## src/rtl/core/cda_pkg.sv

```systemverilog
// shared types, constants and calendar helpers for the date arithmetic block
// no dependencies; imported by cda_serial, the top level and the checker
package cda_pkg;

  localparam int unsigned DEF_YEAR_BITS  = 16;
  localparam int unsigned DEF_COUNT_BITS = 20;

  // day serials of dates up to year 16383 fit in this many bits
  localparam int unsigned SER_W  = 23;
  localparam int unsigned DIST_W = 22;

  localparam logic [17:0] DAYS_400Y = 18'd146097;
  localparam logic [15:0] DAYS_100Y = 16'd36524;
  localparam logic [10:0] DAYS_4Y   = 11'd1461;
  localparam logic [8:0]  DAYS_1Y   = 9'd365;

  typedef enum logic [1:0] {
    OP_ADD  = 2'd0,
    OP_DIST = 2'd1,
    OP_CMP  = 2'd2
  } op_e;

  typedef enum logic [3:0] {
    S_IDLE,
    S_CHECK,
    S_SER_LD,
    S_SER_RD,
    S_CMP,
    S_Q400,
    S_Q100,
    S_Q4,
    S_Q1,
    S_MON,
    S_YEAR,
    S_DONE
  } state_e;

  // x / 100 by reciprocal, exact for 14-bit x
  function automatic logic [7:0] div100(input logic [13:0] x);
    logic [26:0] prod;
    prod = 27'(x) * 27'd5243;
    return prod[26:19];
  endfunction

  function automatic logic is_leap(input logic [13:0] y);
    logic [7:0]  q;
    logic [13:0] r;
    q = div100(y);
    r = y - 14'(14'(q) * 14'd100);
    return ((y[1:0] == 2'd0) && (r != 14'd0)) || ((r == 14'd0) && (q[1:0] == 2'd0));
  endfunction

  function automatic logic [4:0] month_len(input logic [3:0] m, input logic leap);
    logic [4:0] len;
    case (m) inside
      4'd2:                                    len = leap ? 5'd29 : 5'd28;
      4'd4, 4'd6, 4'd9, 4'd11:                 len = 5'd30;
      4'd1, 4'd3, 4'd5, 4'd7, 4'd8, 4'd10, 4'd12: len = 5'd31;
      default:                                 len = 5'd0;
    endcase
    return len;
  endfunction

  // days before the month in a common year
  function automatic logic [8:0] cum_days(input logic [3:0] m);
    logic [8:0] n;
    case (m)
      4'd2:    n = 9'd31;
      4'd3:    n = 9'd59;
      4'd4:    n = 9'd90;
      4'd5:    n = 9'd120;
      4'd6:    n = 9'd151;
      4'd7:    n = 9'd181;
      4'd8:    n = 9'd212;
      4'd9:    n = 9'd243;
      4'd10:   n = 9'd273;
      4'd11:   n = 9'd304;
      4'd12:   n = 9'd334;
      default: n = 9'd0;
    endcase
    return n;
  endfunction

  function automatic logic date_ok(input logic [4:0] d, input logic [3:0] m,
                                   input logic [13:0] y);
    return (m >= 4'd1) && (m <= 4'd12) && (y != 14'd0) && (d != 5'd0) &&
           (d <= month_len(m, is_leap(y)));
  endfunction

endpackage

```

## src/rtl/core/cda_serial.sv

```systemverilog
// converter from a checked date to its day serial since 0001-01-01
// uses cda_pkg helpers for the /100 reciprocal, leap rule and month offsets
module cda_serial
  import cda_pkg::*;
(
  input  logic             clk_i,
  input  logic             load_i,
  input  logic [4:0]       day_i,
  input  logic [3:0]       month_i,
  input  logic [13:0]      year_i,
  output logic [SER_W-1:0] serial_o
);

  logic [13:0] p_d, p_q;
  logic [7:0]  c_d, c_q;
  logic [8:0]  cum_d, cum_q;
  logic [4:0]  day_q;

  always_comb begin
    p_d   = year_i - 14'd1;
    c_d   = div100(p_d);
    cum_d = cum_days(month_i) + ((is_leap(year_i) && (month_i > 4'd2)) ? 9'd1 : 9'd0);
  end

  always_ff @(posedge clk_i) begin
    if (load_i) begin
      p_q   <= p_d;
      c_q   <= c_d;
      cum_q <= cum_d;
      day_q <= day_i;
    end
  end

  // 365p + p/4 - p/100 + p/400 + month offset + day - 1
  assign serial_o = SER_W'(p_q) * SER_W'(365) + SER_W'(p_q[13:2]) - SER_W'(c_q)
                  + SER_W'(c_q[7:2]) + SER_W'(cum_q) + SER_W'(day_q) - SER_W'(1);

endmodule

```

## src/rtl/core/calendar_date_add_and_difference_top.sv

```systemverilog
// Gregorian date arithmetic: add a day count to a date, day distance between two
// dates, or an earlier-than compare. One item is worked at a time by a small
// sequencer around one shared compare-subtract unit; s_axis_tready_o is high only
// while the sequencer is idle. Compare and distance convert both dates to day
// serials and subtract them; an invalid date skips straight to the result. Add
// converts the date to a day serial and back, peeling 400-year blocks one quotient
// bit per cycle (max(COUNT_BITS,23)-16 steps), then up to 3 centuries, 5 four-year
// bits, up to 3 years and up to 11 months, one per cycle. A finished result
// waits in an output register, so the next beat is taken while it is unread.
// Depends on cda_pkg and cda_serial.
module calendar_date_add_and_difference_top
  import cda_pkg::*;
#(
  parameter  int unsigned YEAR_BITS  = DEF_YEAR_BITS,
  parameter  int unsigned COUNT_BITS = DEF_COUNT_BITS,
  localparam int unsigned IN_W       = ((46 + COUNT_BITS + 7) / 8) * 8,
  localparam int unsigned OUT_W      = ((32 + YEAR_BITS + 7) / 8) * 8
) (
  input  logic             clk_i,
  input  logic             rst_ni,
  input  logic             s_axis_tvalid_i,
  output logic             s_axis_tready_o,
  // first_day, first_month, first_year, second_day, second_month, second_year,
  // day_count
  input  logic [IN_W-1:0]  s_axis_tdata_i,
  // operation
  input  logic [1:0]       s_axis_tuser_i,
  output logic             m_axis_tvalid_o,
  input  logic             m_axis_tready_i,
  // out_day, out_month, out_year, distance, earlier
  output logic [OUT_W-1:0] m_axis_tdata_o,
  // input_invalid
  output logic             m_axis_tuser_o
);

  localparam int unsigned NB     = ((COUNT_BITS > SER_W) ? COUNT_BITS : SER_W) + 1;
  localparam int unsigned Q400B  = NB - 17;
  localparam int unsigned STEP_W = $clog2(Q400B);
  localparam int unsigned YW     = NB - 7;
  localparam int unsigned CW     = ((YW > YEAR_BITS) ? YW : YEAR_BITS) + 1;
  localparam logic [CW-1:0] YMAX = CW'((64'd1 << YEAR_BITS) - 64'd1);

  state_e state_q, state_d;

  op_e                   op_q;
  logic [4:0]            d1_q, d2_q;
  logic [3:0]            m1_q, m2_q;
  logic [13:0]           y1_q, y2_q;
  logic [COUNT_BITS-1:0] cnt_q;

  logic                  sel_q, sel_d;
  logic [SER_W-1:0]      ser_a_q, ser_a_d;
  logic [NB-1:0]         acc_q, acc_d;
  logic [STEP_W-1:0]     step_q, step_d;
  logic [Q400B-1:0]      q400_q, q400_d;
  logic [1:0]            q100_q, q100_d;
  logic [4:0]            q4_q, q4_d;
  logic [1:0]            q1_q, q1_d;
  logic [3:0]            mon_q, mon_d;

  logic [4:0]            r_day_q, r_day_d;
  logic [3:0]            r_mon_q, r_mon_d;
  logic [YEAR_BITS-1:0]  r_year_q, r_year_d;
  logic [DIST_W-1:0]     r_dist_q, r_dist_d;
  logic                  r_earl_q, r_earl_d;
  logic                  r_inv_q, r_inv_d;

  logic                  o_valid_q, o_valid_d;
  logic [4:0]            o_day_q, o_day_d;
  logic [3:0]            o_mon_q, o_mon_d;
  logic [YEAR_BITS-1:0]  o_year_q, o_year_d;
  logic [DIST_W-1:0]     o_dist_q, o_dist_d;
  logic                  o_earl_q, o_earl_d;
  logic                  o_inv_q, o_inv_d;

  logic                  in_beat;
  logic                  chk_bad;
  logic                  ser_load;
  logic [SER_W-1:0]      ser;
  logic [NB-1:0]         sub_op;
  logic [NB:0]           diff;
  logic                  borrow;
  logic                  leap_sum;
  logic [4:0]            mlen;
  logic [YW-1:0]         year_full;
  logic [CW-1:0]         year_ext;
  logic                  out_free;

  assign in_beat  = s_axis_tvalid_i && s_axis_tready_o;
  assign out_free = !o_valid_q || m_axis_tready_i;
  assign ser_load = (state_q == S_SER_LD);

  always_comb begin
    case (op_q)
      OP_ADD:          chk_bad = !date_ok(d1_q, m1_q, y1_q);
      OP_DIST, OP_CMP: chk_bad = !(date_ok(d1_q, m1_q, y1_q) && date_ok(d2_q, m2_q, y2_q));
      default:         chk_bad = 1'b1;
    endcase
  end

  cda_serial u_serial (
    .clk_i    (clk_i),
    .load_i   (ser_load),
    .day_i    (sel_q ? d2_q : d1_q),
    .month_i  (sel_q ? m2_q : m1_q),
    .year_i   (sel_q ? y2_q : y1_q),
    .serial_o (ser)
  );

  // shared compare-subtract unit
  assign diff   = {1'b0, acc_q} - {1'b0, sub_op};
  assign borrow = diff[NB];

  // leap rule of the year being rebuilt from the block quotients
  assign leap_sum = (q1_q == 2'd3) && ((q4_q != 5'd24) || (q100_q == 2'd3));
  assign mlen     = month_len(mon_q, leap_sum);

  assign year_full = YW'(q400_q) * YW'(400) + YW'(q100_q) * YW'(100)
                   + YW'({q4_q, 2'b00}) + YW'(q1_q) + YW'(1);
  assign year_ext  = CW'(year_full);

  // next state
  always_comb begin
    state_d = state_q;
    unique case (state_q)
      S_IDLE:   if (s_axis_tvalid_i) state_d = S_CHECK;
      S_CHECK:  state_d = chk_bad ? S_DONE : S_SER_LD;
      S_SER_LD: state_d = S_SER_RD;
      S_SER_RD: begin
        if (sel_q) state_d = S_CMP;
        else if (op_q == OP_ADD) state_d = S_Q400;
        else state_d = S_SER_LD;
      end
      S_CMP:    state_d = S_DONE;
      S_Q400:   if (step_q == '0) state_d = S_Q100;
      S_Q100:   if (borrow || (q100_q == 2'd3)) state_d = S_Q4;
      S_Q4:     if (step_q == '0) state_d = S_Q1;
      S_Q1:     if (borrow || (q1_q == 2'd3)) state_d = S_MON;
      S_MON:    if (borrow || (mon_q == 4'd12)) state_d = S_YEAR;
      S_YEAR:   state_d = S_DONE;
      S_DONE:   if (out_free) state_d = S_IDLE;
      default:  state_d = S_IDLE;
    endcase
  end

  // datapath and outputs
  always_comb begin
    s_axis_tready_o = (state_q == S_IDLE);
    sub_op   = '0;
    sel_d    = sel_q;
    ser_a_d  = ser_a_q;
    acc_d    = acc_q;
    step_d   = step_q;
    q400_d   = q400_q;
    q100_d   = q100_q;
    q4_d     = q4_q;
    q1_d     = q1_q;
    mon_d    = mon_q;
    r_day_d  = r_day_q;
    r_mon_d  = r_mon_q;
    r_year_d = r_year_q;
    r_dist_d = r_dist_q;
    r_earl_d = r_earl_q;
    r_inv_d  = r_inv_q;
    o_valid_d = m_axis_tready_i ? 1'b0 : o_valid_q;
    o_day_d  = o_day_q;
    o_mon_d  = o_mon_q;
    o_year_d = o_year_q;
    o_dist_d = o_dist_q;
    o_earl_d = o_earl_q;
    o_inv_d  = o_inv_q;

    unique case (state_q)
      S_CHECK: begin
        sel_d    = 1'b0;
        r_day_d  = '0;
        r_mon_d  = '0;
        r_year_d = '0;
        r_dist_d = '0;
        r_earl_d = 1'b0;
        r_inv_d  = chk_bad;
      end
      S_SER_RD: begin
        if (sel_q) begin
          acc_d = NB'(ser);
        end else begin
          ser_a_d = ser;
          if (op_q == OP_ADD) begin
            acc_d  = NB'(ser) + NB'(cnt_q);
            step_d = STEP_W'(Q400B - 1);
            q400_d = '0;
            q100_d = '0;
            q4_d   = '0;
            q1_d   = '0;
            mon_d  = 4'd1;
          end else begin
            sel_d = 1'b1;
          end
        end
      end
      S_CMP: begin
        sub_op = NB'(ser_a_q);
        if (!borrow && (diff[NB-1:0] != '0)) begin
          r_earl_d = 1'b1;
          if (op_q == OP_DIST) begin
            r_dist_d = (|diff[NB-1:DIST_W]) ? '1 : diff[DIST_W-1:0];
          end
        end
      end
      S_Q400: begin
        sub_op = NB'(DAYS_400Y) << step_q;
        if (!borrow) begin
          acc_d          = diff[NB-1:0];
          q400_d[step_q] = 1'b1;
        end
        // the four-year divide reuses the step counter from bit 4
        step_d = (step_q == '0) ? STEP_W'(4) : step_q - STEP_W'(1);
      end
      S_Q100: begin
        sub_op = NB'(DAYS_100Y);
        if (!borrow && (q100_q != 2'd3)) begin
          acc_d  = diff[NB-1:0];
          q100_d = q100_q + 2'd1;
        end
      end
      S_Q4: begin
        sub_op = NB'(DAYS_4Y) << step_q;
        if (!borrow) begin
          acc_d            = diff[NB-1:0];
          q4_d[step_q[2:0]] = 1'b1;
        end
        if (step_q != '0) step_d = step_q - STEP_W'(1);
      end
      S_Q1: begin
        sub_op = NB'(DAYS_1Y);
        if (!borrow && (q1_q != 2'd3)) begin
          acc_d = diff[NB-1:0];
          q1_d  = q1_q + 2'd1;
        end
      end
      S_MON: begin
        sub_op = NB'(mlen);
        if (!borrow && (mon_q != 4'd12)) begin
          acc_d = diff[NB-1:0];
          mon_d = mon_q + 4'd1;
        end
      end
      S_YEAR: begin
        if (year_ext > YMAX) begin
          r_inv_d = 1'b1;
        end else begin
          r_day_d  = acc_q[4:0] + 5'd1;
          r_mon_d  = mon_q;
          r_year_d = year_ext[YEAR_BITS-1:0];
        end
      end
      S_DONE: begin
        if (out_free) begin
          o_valid_d = 1'b1;
          o_day_d   = r_day_q;
          o_mon_d   = r_mon_q;
          o_year_d  = r_year_q;
          o_dist_d  = r_dist_q;
          o_earl_d  = r_earl_q;
          o_inv_d   = r_inv_q;
        end
      end
      default: ;
    endcase
  end

  always_ff @(posedge clk_i or negedge rst_ni) begin
    if (!rst_ni) begin
      state_q   <= S_IDLE;
      o_valid_q <= 1'b0;
    end else begin
      state_q   <= state_d;
      o_valid_q <= o_valid_d;
    end
  end

  always_ff @(posedge clk_i) begin
    if (in_beat) begin
      op_q  <= op_e'(s_axis_tuser_i);
      d1_q  <= s_axis_tdata_i[4:0];
      m1_q  <= s_axis_tdata_i[8:5];
      y1_q  <= s_axis_tdata_i[22:9];
      d2_q  <= s_axis_tdata_i[27:23];
      m2_q  <= s_axis_tdata_i[31:28];
      y2_q  <= s_axis_tdata_i[45:32];
      cnt_q <= s_axis_tdata_i[46 +: COUNT_BITS];
    end
    sel_q    <= sel_d;
    ser_a_q  <= ser_a_d;
    acc_q    <= acc_d;
    step_q   <= step_d;
    q400_q   <= q400_d;
    q100_q   <= q100_d;
    q4_q     <= q4_d;
    q1_q     <= q1_d;
    mon_q    <= mon_d;
    r_day_q  <= r_day_d;
    r_mon_q  <= r_mon_d;
    r_year_q <= r_year_d;
    r_dist_q <= r_dist_d;
    r_earl_q <= r_earl_d;
    r_inv_q  <= r_inv_d;
    o_day_q  <= o_day_d;
    o_mon_q  <= o_mon_d;
    o_year_q <= o_year_d;
    o_dist_q <= o_dist_d;
    o_earl_q <= o_earl_d;
    o_inv_q  <= o_inv_d;
  end

  assign m_axis_tvalid_o = o_valid_q;
  assign m_axis_tdata_o  = OUT_W'({o_earl_q, o_dist_q, o_year_q, o_mon_q, o_day_q});
  assign m_axis_tuser_o  = o_inv_q;

endmodule

```

## config.mk

```make
export PLATFORM = sky130hd
export DESIGN_NAME = calendar_date_add_and_difference_top
export DESIGN_NICKNAME = d
export VERILOG_FILES = /design/src/rtl/core/cda_pkg.sv /design/src/rtl/core/cda_serial.sv /design/src/rtl/core/calendar_date_add_and_difference_top.sv
export SDC_FILE = /design/constraint.sdc
export NUM_CORES = 2
export LEC_CHECK = 0
export BUFFER_PORTS_ARGS = -buffer_cell sky130_fd_sc_hd__buf_2
export CORE_MARGIN = 2
export CORE_UTILIZATION = 60
export CTS_BUF_LIST = sky130_fd_sc_hd__clkbuf_8
export DETAILED_ROUTE_END_ITERATION = 10
export PLACE_DENSITY = 0.81
export SLEW_MARGIN = 40
export SYNTH_ARGS = -nofsm -noshare
export SYNTH_HDL_FRONTEND = slang
export SYNTH_HIERARCHICAL = 1
export SYNTH_SLANG_ARGS = --single-unit
```

## constraint.sdc

```tcl
create_clock -name clk_i -period 10.7 [get_ports clk_i]
set_input_delay 2.14 -clock clk_i [delete_from_list [all_inputs] [get_ports clk_i]]
set_output_delay 2.14 -clock clk_i [all_outputs]
set_load 0.1 [all_outputs]
```

# After elaboration in Yosys (flattened, before gate mapping)
# Memories as Yosys holds them, arrays and structs flattened.
# Index checks and enable logic that the tools add are counted.
dict set report totals {
  reg_bits 278
  mem_bits_ro 144
  input_bits 78
  out_inout_bits 51
  elab_cells 335
  n_memories 1
}
# memory words word_bits read_ports rd_ports_with_merged_regs write_ports line_no
set memory_table {}
lappend memory_table {{(name not given)} 16 9 1 0 0 cda_pkg.sv:67} ;# case (m)
dict set report classes {
  n_addsub 22
  n_mul 10
  n_lt_le_gt_ge 11
  n_eq_ne 76
  shift 2
  mux 84
  bitwise_logic 3
  n_reduce_logical 91
}
# op count
set op_table {}
lappend op_table {{$mux W24} 6}
lappend op_table {{$pmux W24 S6} 1}
lappend op_table {{$pmux W24 S5} 1}
lappend op_table {{$mul A14 B13 Y27 const B} 4}
lappend op_table {{$mux W5} 17}
lappend op_table {{$eq A4 B4 Y1 const B} 19}
lappend op_table {{$reduce_bool A14 Y1} 5}
lappend op_table {{$mux W22} 3}
lappend op_table {{$eq A4 B3 Y1 const B} 16}
lappend op_table {{$mux W4} 13}
lappend op_table {{$ne A2 B2 Y1 const B} 22}
lappend op_table {{$pmux W22 S2} 1}
lappend op_table {{$pmux W4 S11} 1}
lappend op_table {{$logic_not A14 Y1} 3}
lappend op_table {{$sub A14 B14 Y14} 3}
lappend op_table {{$mul A8 B5 Y12 const B} 3}
lappend op_table {{$eq A4 B2 Y1 const B} 8}
lappend op_table {{$pmux W16 S2} 1}
lappend op_table {{$sub A24 B24 Y25} 1}
lappend op_table {{$add A23 B20 Y24} 1}
lappend op_table {{$logic_and A1 B1 Y1} 24}
lappend op_table {{$reduce_and A4 Y1} 6}
lappend op_table {{$reduce_bool A24 Y1} 1}
lappend op_table {{$shl A11 B3 Y24 const A} 1}
lappend op_table {{64 further kinds} 138}

# Depth between registers and ports, before layout
dict set report depth {
  ltp_word 16
  depth_mapped 52
  depth_no_buf 51
}

# Modules after synthesis
# The synthesis kept the hierarchy.
# mod n_inst cells_each area_each_um2 seq_area_each_um2
set by_module_without_submodules {}
lappend by_module_without_submodules {calendar_date_add_and_difference_top 1 2168 22643.0 7241.9}
lappend by_module_without_submodules {cda_serial 1 1435 14137.3 1081.0}

# Worst setup path after synthesis
# No wires, ideal clock.
dict set report synth_path {
  path_kind {reg-to-reg}
  startpoint {register sel_q}
  endpoint {register u_serial.cum_q[4] (data pin)}
  setup_time_ps 264
  arrival_time_ps 10976
  required_ps 10436
  slack_ps -540
  stages_incl_launch_ff 46
  path_buffers 4
  period_less_slack_ps 11240
  cell_sequence {edfxtp_1 > clkbuf_1 > clkbuf_1 > clkbuf_1 > o21ai_0 > ha_1 > fa_1 > fa_1 > fa_1 > inv_1 > fa_1 > inv_1 > ha_1 > a21o_1 > and2_1 > a2111o_1 > o221a_4 > o21ai_4 > [10 not listed] > o31ai_1 > nand2b_1 > xnor2_1 > ha_1 > clkbuf_1 > nand2_1 > a22oi_1 > nand4_1 > a311oi_1 > nand4_1 > a211o_1 > a2111oi_2 > nand4_1 > o31a_1 > ha_1 > ha_1 > nor3b_1 > xor2_1}
}
dict set report synth_via {
  elab_chain_cells 10
  elab_cells_between_ends 17
  classes_between {2 x add/sub; 2 x mul; 1 x order compare; 3 x mux; 8 x reduce/logical; 1 x memory}
}
# item line_no
set synth_rtl {}
lappend synth_rtl {{start, declared} calendar_date_add_and_difference_top.sv:51} ;# logic sel_q, sel_d;
lappend synth_rtl {{start signal, assigned} calendar_date_add_and_difference_top.sv:293} ;# sel_q <= sel_d;
lappend synth_rtl {{$mux W14} calendar_date_add_and_difference_top.sv:106} ;# .year_i (sel_q ? y2_q : y1_q),
lappend synth_rtl {{$mul A14 B13 Y27} cda_pkg.sv:41} ;# prod = 27'(x) * 27'd5243;
lappend synth_rtl {{$mul A8 B5 Y12} cda_pkg.sv:49} ;# r = y - 14'(14'(q) * 14'd100);
lappend synth_rtl {{$sub A14 B14 Y14} cda_pkg.sv:49}
lappend synth_rtl {{$reduce_bool A14 Y1 or $logic_not A14 Y1 (tied branches)} cda_pkg.sv:50} ;# return ((y[1:0] == 2'd0) && (r != 14'd0)) || ((r == 14'd0) && (q[1:0] == 2'd0));
lappend synth_rtl {{$logic_and A1 B1 Y1} cda_pkg.sv:50}
lappend synth_rtl {{$logic_or A1 B1 Y1} cda_pkg.sv:50}
lappend synth_rtl {{$logic_and A1 B1 Y1} cda_serial.sv:22} ;# cum_d = cum_days(month_i) + ((is_leap(year_i) && (month_i > 4'd2)) ? 9'd1 : 9'd0);
lappend synth_rtl {{$mux W1} cda_serial.sv:22}
lappend synth_rtl {{$add A9 B9 Y9 (*)} cda_serial.sv:22}
lappend synth_rtl {{via u_serial.cum_d[4]} cda_serial.sv:16} ;# logic [8:0] cum_d, cum_q;
lappend synth_rtl {{end signal, assigned} cda_serial.sv:29} ;# cum_q <= cum_d;
lappend synth_rtl {{end, declared} cda_serial.sv:16}
# The timed path passes the listed nets; every way through them passes the cells marked *.
# A chain may end at the register's enable or synchronous reset.

# Final worst setup path
# Ends and elaborated chain as after synthesis.

==> results_dict.tcl <==
set metrics [dict create \
    cp.required_ns 11.09 \
    ant_nets 0 \
    synth_nets 4787 \
    slew_viol_final 0 \
    period_needed_ns 10.86 \
    drcViolationCount 0 \
    tightestPinTransition_ns 0.877 \
    start_kind "flip-flop" \
    seqCellArea_um2 8320 \
    crit_type "reg -> reg" \
    min_path_type "reg -> reg" \
    async_flop_share 0.0180 \
    status "complete, but fails checks" \
    ys_seq_area_frac 0.226 \
    post-route-period-util 1.02 \
    synth_area_um2 36800 \
    grt_use_total 0.267 \
    num_vias 27600 \
    fillers 4139 \
    clkLatencyLatePin_ns 0.66 \
    overflow 0 \
    root_buffer "clkbuf_8" \
    maxCapViolCount 0 \
    crit_top_cell "ha_4" \
    synth-main-ff-cell "edfxtp_1" \
    timing.fmax_ghz 0.0920 \
    cp-end-kind "flip-flop" \
    rsz0062_at_grt "true" \
    cts_sinks 278 \
    routabilityCongestion 0.953 \
    synth_cell_types 101 \
    htree_levels 2 \
    setup_slack_ns -0.165 \
    routed_wl_mm 88.1 \
    hold_buffers 0 \
    fin_area_um2 42400 \
    cts_buffers 49 \
    avgSynthCellArea_um2 10.2 \
    grt_pass1_vias 28100 \
    synth-seq-cells 278 \
    start_util 0.608 \
    multi_input_area_um2 26600 \
    cp.arrival_ns 11.25 \
    synth_edf_count 273 \
    worst_path_largest_cell_delay_ns 0.55 \
    cts_tree "built" \
    slew_headroom 0.411 \
    ios 129 \
    die_h_um 252 \
    synthToLayoutAreaGrowth_pct 15.4 \
    finalSetupTns_ns -0.685 \
    drive_gt1_frac 0.171 \
    syn_inst 3603 \
    grt_pass1_wl_mm 136 \
    die_w_um 252 \
    num_rows 90 \
    finalSetupViolations 6 \
    crit_path_top_delay_cell "fa_2" \
    ctsLongestPathBuffers 3 \
    hpwl_mm 69.3 \
    coreArea_um2 60500 \
    wire_per_inst_um 18.3 \
    violations "negative setup slack" \
    placed_area_um2 39800 \
    fin_skew_ns 0.0579 \
    grt_antenna_before_repair 4 \
    hold_viol_final 0 \
    grt_max_degree 54 \
    drt-pass1-iter-count 6 \
    die_area_um2 63300 \
    cts.clk_slew.worst_paths_ns 0.06 \
    num-nets-final 5164 \
    drt_iter0_drc 1791 \
    io_buffers 122 \
    vias_per_cell 5.75 \
    ys_warn_count 6 \
    cp_max_fo 5 \
]
[routing by layer]
metal / global-route usage / vias to the layer above / routed length, um
met1: 0.329 / 13400 / 35300
met2: 0.480 / 896 / 44600
met4: 0.0985 / 0 / 3560
met3: 0.0331 / 252 / 4690
met5: 0 / - / 0
li1: - / 13100 / -
[metrics by stage]
stage | instances | worst slack, ns | hold slack [ns] | utilization
CTS | 4736 | -0.0259 | 0.399 | 0.676
finish | 4804 | -0.165 | 0.409 | 0.702
global placement | 4637 | 0.0446 | 0.401 | 0.656
global route | 4802 | -0.517 | 0.404 | 0.702
floorplan | 3603 | 0.0677 | 0.400 | -
detailed placement | 4638 | -0.112 | 0.405 | 0.657
[timing repair]
action	CTS	global route
pin swaps	7	129
gates resized for setup	19	213
buffers inserted	9	63
gates cloned	0	2
endpoints found under the setup margin	9	12
[worst max-delay path: cells and delay by family, from the launching register on]
kind	cells	cell delay [ns]
AOI/OAI and AO/OA	14	3.28
adders and majority gates	13	4.37
and+or+nand+nor	9	1.05
DFF	1	0.47
xor gates and xnor gates	3	0.52
buffers and inverters	8	0.87
[worst paths after layout]
check | from | end | slack (ns) | depth (start not counted)
max in group asynchronous | rst_ni | m_axis_tvalid_o$_DFF_PN0_ | 9.20 | 1
min in group asynchronous | rst_ni | state_q[0]$_DFFE_PN0P_ | 1.30 | 1
max | sel_q$_DFFE_PP_ | u_serial/cum_q[4]$_DFFE_PP_ | -0.16 | 47
min reg2reg | r_dist_q[20]$_SDFFCE_PN0P_ | o_dist_q[20]$_DFFE_PP_ | 0.41 | 0
max reg2reg | sel_q$_DFFE_PP_ | u_serial/cum_q[4]$_DFFE_PP_ | -0.16 | 47
min | r_dist_q[20]$_SDFFCE_PN0P_ | o_dist_q[20]$_DFFE_PP_ | 0.41 | 0
[cell usage after synthesis, drive strengths merged, types with 8 or more instances]
cell     instances  area share
a211o           10      0.0024
or3             14      0.0024
nor4             9      0.0015
xor2            70       0.017
o211ai          18      0.0038
ha             750        0.26
xnor2           97       0.023
nand2          150       0.015
nor2           154       0.016
a31oi           22      0.0037
and3            29      0.0049
mux2            14      0.0043
o21a            32      0.0065
mux2i           14      0.0038
and2            24      0.0041
fa             356        0.19
nand4           22      0.0039
edfxtp         273        0.22
nand3           47      0.0065
o21ai          122       0.017
o31ai           16      0.0038
inv            729       0.074
a21boi           9      0.0019
nor3            53      0.0075
o221ai           8      0.0019
a21o            44      0.0090
nand2b          32      0.0054
a21oi          181       0.025
or2             13      0.0022
nor2b           38      0.0065
clkbuf          53      0.0054
a221oi          16      0.0040
o21bai          21      0.0044
a211oi          28      0.0057
a2111oi         14      0.0037
[flip-flops by register name, indices dropped and copies added, names as in the netlist, 5 cells and up]
| signal | cells |
|---|---|
| u_serial/cum_q | 9 |
| q4_q | 5 |
| ser_a_q | 23 |
| u_serial/p_q | 14 |
| u_serial/day_q | 5 |
| r_year_q | 16 |
| d2_q | 5 |
| q400_q | 7 |
| acc_q | 24 |
| o_day_q | 5 |
| d1_q | 5 |
| u_serial/c_q | 8 |
| y2_q | 14 |
| y1_q | 14 |
| cnt_q | 20 |
| o_year_q | 16 |
| r_dist_q | 22 |
| r_day_q | 5 |
| o_dist_q | 22 |
[cell families after synthesis]
family                   share of synthesized area
adder cells (fa/ha/maj)                      0.449
flip-flops                                   0.226
buffers and inverters                       0.0809
multiplexers                               0.00871
XOR/XNOR                                    0.0404
AO/OA/AOI/OAI                                0.111
AND/OR/NAND/NOR                             0.0832
[placed cells by master (no fill, tap or decap), types with 16 or more instances in the layout]
cell,n
fa_1,350
xor2_1,65
nand2_1,139
buf_4,230
inv_1,705
nor2_1,145
nand2b_1,30
o21a_1,31
nand4_1,21
a21oi_2,16
o21ai_0,76
o21ai_1,27
buf_2,122
edfxtp_1,273
o21bai_1,18
o211ai_1,17
a31oi_1,21
ha_1,710
xnor2_1,88
nor2b_1,34
a211oi_1,24
and3_1,28
nor3_1,45
clkbuf_8,49
nand3_1,46
a21oi_1,162
a21o_1,44
inv_2,31
and2_1,20
ha_4,32
buf_6,21
[area by class of cell]
class                           instances  share of cell area
Tap cell                              782              0.0231
Sequential cell                       278               0.196
Inverter                              732              0.0650
Timing Repair Buffer                  384              0.0659
Clock buffer                           49              0.0159
Multi-Input combinational cell       2535               0.627
Antenna cell                            4            0.000236
Clock inverter                         40             0.00649
Power is not shown: default switching activity piles up to over one toggle a cycle in this logic, so the estimate is an artifact.
